==> src/rtl/assert_macros.svh <==
// ----------------------------------------------------------------------------
// Assertion macros
// Shared concurrent assertion forms for the slot allocator modules. Each use
// expects a clock named clk and a synchronous active-high reset named rst.
// ----------------------------------------------------------------------------
`ifndef ASSERT_MACROS_SVH
`define ASSERT_MACROS_SVH

// Same-cycle implication.
`define DSA_ASSERT_IMP(label, ante, cons) \
  label: assert property (@(posedge clk) disable iff (rst) (ante) |-> (cons)) \
    else $error("%m: same-cycle check failed");

// Next-cycle implication.
`define DSA_ASSERT_NEXT(label, ante, cons) \
  label: assert property (@(posedge clk) disable iff (rst) (ante) |=> (cons)) \
    else $error("%m: next-cycle check failed");

`endif

==> src/rtl/dsa_pkg.sv <==
// ----------------------------------------------------------------------------
// Descriptor slot allocator package
// Widths, codes, the bitmap token and the controller states.
// ----------------------------------------------------------------------------
package dsa_pkg;

  localparam int MAX_SLOTS  = 1024;
  localparam int SLOT_W     = $clog2(MAX_SLOTS);
  localparam int CNT_W      = SLOT_W + 1;
  localparam int NCELL      = 4;
  localparam int CELL_W     = $clog2(NCELL);
  localparam int BANK_DEPTH = MAX_SLOTS / NCELL;
  localparam int BANK_W     = SLOT_W - CELL_W;

  localparam int OP_W      = 2;
  localparam int IDX_W     = 16;
  localparam int STAT_W    = 2;
  localparam int CAP_W     = 11;
  localparam int STRIDE_W  = 13;
  localparam int ADDR_W    = 64;
  localparam int CFG_IDX_W = 2;
  localparam int PROD_W    = IDX_W + STRIDE_W;

  localparam logic [SLOT_W-1:0]   LAST_SLOT    = SLOT_W'(MAX_SLOTS - 1);
  localparam logic [CAP_W-1:0]    CAP_RESET    = CAP_W'(1024);
  localparam logic [STRIDE_W-1:0] STRIDE_RESET = STRIDE_W'(32);

  typedef enum logic [OP_W-1:0] {
    OP_ALLOC = 2'd0,
    OP_FREE  = 2'd1,
    OP_XLATE = 2'd2,
    OP_RSVD  = 2'd3
  } op_t;

  typedef enum logic [STAT_W-1:0] {
    STAT_OK    = 2'd0,
    STAT_FULL  = 2'd1,
    STAT_RANGE = 2'd2,
    STAT_DFREE = 2'd3
  } status_t;

  typedef enum logic [CFG_IDX_W-1:0] {
    REG_CAPACITY = 2'd0,
    REG_STRIDE   = 2'd1,
    REG_CPU_BASE = 2'd2,
    REG_GPU_BASE = 2'd3
  } cfg_reg_t;

  typedef enum logic {
    TOK_CLEAR    = 1'b0,
    TOK_TEST_SET = 1'b1
  } tok_kind_t;

  // Token that walks the row of bitmap cells.
  typedef struct packed {
    logic              valid;
    tok_kind_t         kind;
    logic [SLOT_W-1:0] idx;
    logic              hit;
  } tok_t;

  typedef enum logic [2:0] {
    ST_CLEAR = 3'd0,
    ST_DRAIN = 3'd1,
    ST_IDLE  = 3'd2,
    ST_POP   = 3'd3,
    ST_WAIT  = 3'd4,
    ST_DONE  = 3'd5
  } state_t;

endpackage

==> src/rtl/dsa_cell.sv <==
// ----------------------------------------------------------------------------
// Bitmap cell
// Holds one bank of the on-stack bitmap and passes the token to its neighbor.
// ----------------------------------------------------------------------------
`include "assert_macros.svh"

module dsa_cell
  import dsa_pkg::*;
(
  input  logic              clk,
  input  logic              rst,
  input  logic [CELL_W-1:0] cell_id,
  input  tok_t              tok_in,
  output tok_t              tok_out
);

  logic          bank [BANK_DEPTH];
  tok_t          out_tok;
  logic          rd;
  logic          mine;
  logic [BANK_W-1:0] wr_addr;

  assign mine    = out_tok.valid && (out_tok.idx[SLOT_W-1:BANK_W] == cell_id);
  assign wr_addr = out_tok.idx[BANK_W-1:0];

  always_ff @(posedge clk) begin
    if (rst) begin
      out_tok.valid <= 1'b0;
    end else begin
      out_tok <= tok_in;
    end
  end

  // The bit is read as the token enters and updated while it sits here.
  always_ff @(posedge clk) begin
    rd <= bank[tok_in.idx[BANK_W-1:0]];
    if (mine) begin
      case (out_tok.kind)
        TOK_CLEAR:    bank[wr_addr] <= 1'b0;
        TOK_TEST_SET: if (!rd) bank[wr_addr] <= 1'b1;
        default:      ;
      endcase
    end
  end

  always_comb begin
    tok_out     = out_tok;
    tok_out.hit = out_tok.hit | (mine & rd);
  end

  `DSA_ASSERT_NEXT(a_token_moves, tok_in.valid, tok_out.valid)
  `DSA_ASSERT_NEXT(a_hit_sticks, tok_in.valid && tok_in.hit, tok_out.hit)

endmodule

==> config.mk <==
export PLATFORM = sky130hd
export DESIGN_NAME = dsa_cell
export DESIGN_NICKNAME = d
export VERILOG_FILES = /design/src/rtl/dsa_pkg.sv /design/src/rtl/dsa_cell.sv
export VERILOG_INCLUDE_DIRS = /design/src /design/src/rtl
export SDC_FILE = /design/constraint.sdc
export NUM_CORES = 1
export LEC_CHECK = 0
export BUFFER_PORTS_ARGS = -buffer_cell sky130_fd_sc_hd__buf_2
export CORE_AREA = 5 5 206 208
export CTS_CLUSTER_SIZE = 40
export DETAILED_ROUTE_END_ITERATION = 6
export DIE_AREA = 0 0 211 213
export SLEW_MARGIN = 15
export SYNTH_ARGS = -nofsm -noshare
export SYNTH_HDL_FRONTEND = slang
export SYNTH_SLANG_ARGS = --single-unit
export TNS_END_PERCENT = 50
==> constraint.sdc <==
create_clock -name clk -period 13.9 [get_ports clk]
set_input_delay 2.085 -clock clk [delete_from_list [all_inputs] [get_ports clk]]
set_output_delay 2.085 -clock clk [all_outputs]
set_load 0.03 [all_outputs]
== Word-level counts from Yosys, hierarchy flattened ==
Memory sizes are Yosys's and may differ from the RTL's. A register that Yosys moved wholly into a read port is not among the register bits.
Index checks and enable logic that the tools add are counted.

* Equality and inequality tests: 1
* Muxes and demuxes: 8
* Bitwise logic cells: 3
* Reductions and logical operators: 1

{| class="wikitable"
|+ Operator list
! kind !! count
|-
| 2-to-1 mux 1 bit || 8
|-
| equality test 2 bit || 1
|-
| OR 1 bit || 2
|-
| AND 1 bit || 1
|-
| logical AND 1 bit || 1
|}

* Flip-flop bits (word level): 13
* Memory bits (writable): 256
* Input bits: 17
* Output and inout port bits: 13
* Word-level logic and storage cells: 18
* Memories: 1

{| class="wikitable"
|+ Memory list
! memory !! depth !! width !! read ports !! clocked after Yosys merged registers in !! write ports !! RTL line !! text
|-
| bank || 256 || 1 || 1 || 1 || 1 || dsa_cell.sv:17 || <nowiki>logic bank [BANK_DEPTH];</nowiki>
|}

== Depth between registers and ports, before layout ==
* Depth in word-level cells: 5
* Mapped depth: 10
* Mapped depth without buffers: 6

== Worst setup path after synthesis ==
OpenSTA, ideal clock, no wires.

* Path type: input to register
* Start point: input port cell_id[0]
* End point: memory bank[0] (data pin)
* Library setup time: 2.212 ns
* Data arrival time: 12.648 ns
* Required time: 11.688 ns
* Setup slack: -0.960 ns
* Cell stages on the path: 3
* Buffers on the path: 0
* Cells stage by stage: xnor2_1 > nand3_1 > nor3b_1

* Word-level cells in the longest chain between the ends: 5

{| class="wikitable"
|+ Ends and longest elaborated chain
! what !! RTL line !! text
|-
| start: declaration || dsa_cell.sv:12 || <nowiki>input logic [CELL_W-1:0] cell_id,</nowiki>
|-
| equality test 2 bit || dsa_cell.sv:23 || <nowiki>assign mine = out_tok.valid && (out_tok.idx[SLOT_W-1:BANK_W] == cell_id);</nowiki>
|-
| logical AND 1 bit || dsa_cell.sv:23 ||
|-
| 2-to-1 mux 1 bit || dsa_cell.sv:37 || <nowiki>if (mine) begin</nowiki>
|-
| 2-to-1 mux 1 bit (implied by the code) || dsa_cell.sv:40 || <nowiki>TOK_TEST_SET: if (!rd) bank[wr_addr] <= 1'b1;</nowiki>
|-
| 2-to-1 mux 1 bit (no source line) || - ||
|-
| end: declaration || dsa_cell.sv:17 ||
|}

Every way passes these cells.

==> impl_metrics.py <==
metrics = {
    "route": {
        "vias": 7093,
        "drt_pass1_iterations": 5,
        "wire_per_inst_um": 20.3,
        "drtAntennaViolNets": 0,
        "drtIter0Drc": 667,
        "route.detailed.drc": 0,
        "wl_um": 28500,
        "via_per_inst": 5.04,
    },
    "synth": {
        "synth-edff-count": 268,
        "synth_warnings": 0,
        "netlist_instances": 873,
        "synth.avg_cell_area_sq_um": 13.7,
        "synth_top_area_share": 0.675,
        "synth_cell_types": 43,
        "async_reset_ff_frac": 0,
        "synth_ff_type": "edfxtp_1",
        "syn-cell-area_sq_um": 11900,
        "yosysTopAreaCell": "edfxtp_1",
        "ys_ff_latch": 270,
        "yosysSeqAreaShare": 0.678,
        "ys_top_cells_by_area": "edfxtp_1 (67%), nor2_1 (8.5%), mux4_2 (6.0%), mux2i_1 (4.6%), clkbuf_1 (1.5%)",
        "syn_nets": 890,
    },
    "clock_tree": {
        "cts_root_buf": "clkbuf_16",
        "cts_setup_buffers": 0,
        "clk_pin_slew_worst_paths_ps": 60,
        "clk-insertion-delay-late_ps": 540,
        "cts_buffer_depth": 3,
        "cts_hold_buf": 0,
        "clkSinkCount": 270,
        "cts_resized": 0,
        "htreeDepth": 1,
        "cts_made_buffers": 28,
        "cts_tree": "done",
    },
    "cells_and_area": {
        "fill_cells": 3998,
        "drive_above_1_share": 0.122,
        "num_antenna_cells": 0,
        "final_nets": 872,
        "area_growth_pct": 10.8,
    },
    "sta": {
        "holdWs_ps": 959,
        "rsz0062_at_grt": "false",
        "finalSetupTns_ps": 0,
        "setup_viol": 0,
        "final.setup_skew_ps": 12.6,
        "period_share": 0.353,
        "max_slew_margin": 0.275,
        "max_freq_mhz": 204,
        "timing.final.crit_period_ps": 4910,
        "hold_viol": 0,
        "worstMarginPinSlew_ps": 1090,
        "slew_violations": 0,
    },
    "status": {
        "status": "finished clean",
    },
    "grt": {
        "grt-ovfl-total": 0,
        "grt_max_degree": 127,
        "grt_pass1_vias": 7158,
        "grt_use_total": 0.125,
        "grt_pass1_wl_um": 43600,
        "antenna_found_initial": 2,
    },
    "power_and_ir_drop": {
        "ir_worst_vdd_mv": 0.0840,
        "cellPowerDensity_nw_per_um2": 128,
        "leakagePower_uw": 0.00413,
    },
    "floorplanning": {
        "die_h_um": 213,
        "io_pins": 30,
        "dieArea_sq_um": 44900,
        "rows": 74,
        "fp.coreArea_sq_um": 40400,
        "die_w_um": 211,
        "start_util": 0.295,
    },
    "setup_path": {
        "crit_arrival_ps": 2820,
        "path_buf_inv": 2,
        "worst_setup_path_start_kind": "primary input",
        "crit_path_end_kind": "primary output",
        "crit_chain": "buf_2, xnor2_1, a41o_1, buf_2",
        "max_stage_delay_ps": 240,
        "worstPathRequired_ps": 11810,
        "r2r_setup_slack_ps": 10800,
        "critPathMaxFanout": 2,
        "critical_path_class": "in2out",
        "critPathLaunch": "cell_id[0]",
        "r2r-start": "tok_out[9]",
        "critPathTopFamily": "buffers and inverters",
        "cp_slowest_cell": "xnor2_1",
        "crit_path_frequent_cell": "buf_2",
    },
    "placement": {
        "gp_congestion": 0.788,
        "numPortBuffers": 29,
        "dp.final_hpwl_um": 16900,
    },
    "min_path": {
        "worstHoldPathType": "reg2reg",
        "holdCritStartpoint": "bank[212]",
    },
    "job": {
        "drv_cap": 0,
    },
}
-- final cells by class --
class	count	area [sq um]	area share
repair buffers	35	193	0.0146
inverters	3	11.3	0.000852
clock buffers	41	791	0.0598
well taps	532	666	0.0504
clock inverters	8	57.6	0.00436
flip-flops and latches	270	8090	0.612
multi-input cells	517	3410	0.258
-- power by group --
group	internal [uW]	switching (uW)	total, uW
Combinational	29.1	60.9	90.1
Sequential	891	7.74	899
Clock	408	298	706
Total	1330	366	1690
-- layout by cell type (no fill, tap or decap), types with 12 or more instances in the layout --
| cell type | Yosys | final |
|---|---|---|
| buf_2 | 8 | 28 |
| nor2_1 | 269 | 269 |
| mux4_2 | 32 | 32 |
| nand2_1 | 23 | 23 |
| nand3_1 | 26 | 26 |
| mux2i_1 | 55 | 55 |
| nor2b_1 | 15 | 15 |
| nand4_1 | 12 | 12 |
| clkbuf_16 | 0 | 29 |
| edfxtp_1 | 268 | 268 |
| o22ai_1 | 19 | 19 |
-- through the flow --
stage	power (uW)	area (sq um)	instances	utilization	worst slack, ps
CTS	1710	13200	1406	0.327	9000
global route	1750	13200	1406	0.327	8970
floorplan	984	11900	873	-	4800
detailed placement	1010	12400	1357	0.306	8940
global placement	1010	12400	1357	0.306	8980
finish	1690	13200	1406	0.327	8990
-- registers in the layout, summed over array words and instances, names as in the netlist --
register	count
bank	256
tok_out	12
out_tok	1
rd	1
-- per-layer routing --
layer	global-route usage	part of all wire	vias to the layer above
met4	0.0273	0.016	2
met1	0.171	0.43	3656
met3	0.0229	0.068	42
met2	0.210	0.48	231
met5	0	0.00046	-
li1	-	-	3162
-- cells in the mapped netlist (2+ instances only) --
cell type    n
nor2_1     269
edfxtp_1   268
mux2i_1     55
clkbuf_1    49
mux4_2      32
nand3_1     26
nand2_1     23
buf_4       21
o22ai_1     19
nor2b_1     15
nand4_1     12
buf_2        8
a22o_1       7
a22oi_1      6
mux4_1       6
nor4_1       6
o21ai_0      6
a21oi_1      4
a31oi_1      4
inv_1        3
nand2b_1     3
nand3b_1     3
buf_1        2
buf_6        2
dfxtp_1      2
mux2_2       2
nor3_1       2
nor3b_1      2
xnor2_1      2
-- final timing paths --
check / endpoint / depth (start not counted)
worst max-delay path: tok_out[0] / 4
worst min-delay path: rd / 6
worst max register to register: bank[66] / 5
worst min register to register: rd / 6
-- cells by family after synthesis --
group,after synthesis,synth area share
AND/OR/NAND/NOR,365,0.129
flip-flops,270,0.678
multiplexers,95,0.122
buffers and inverters,86,0.0371
AO/OA/AOI/OAI,55,0.0329
XOR/XNOR,2,0.00147
-- worst register-to-register path, cell delays in order, from the launching register on --
cell and delay (ps):
edfxtp_1 400, xnor2_1 250, nand3_1 200, nor3b_4 210, buf_4 640, buf_4 930
No activity file was read; power rests on OpenSTA's default activity.
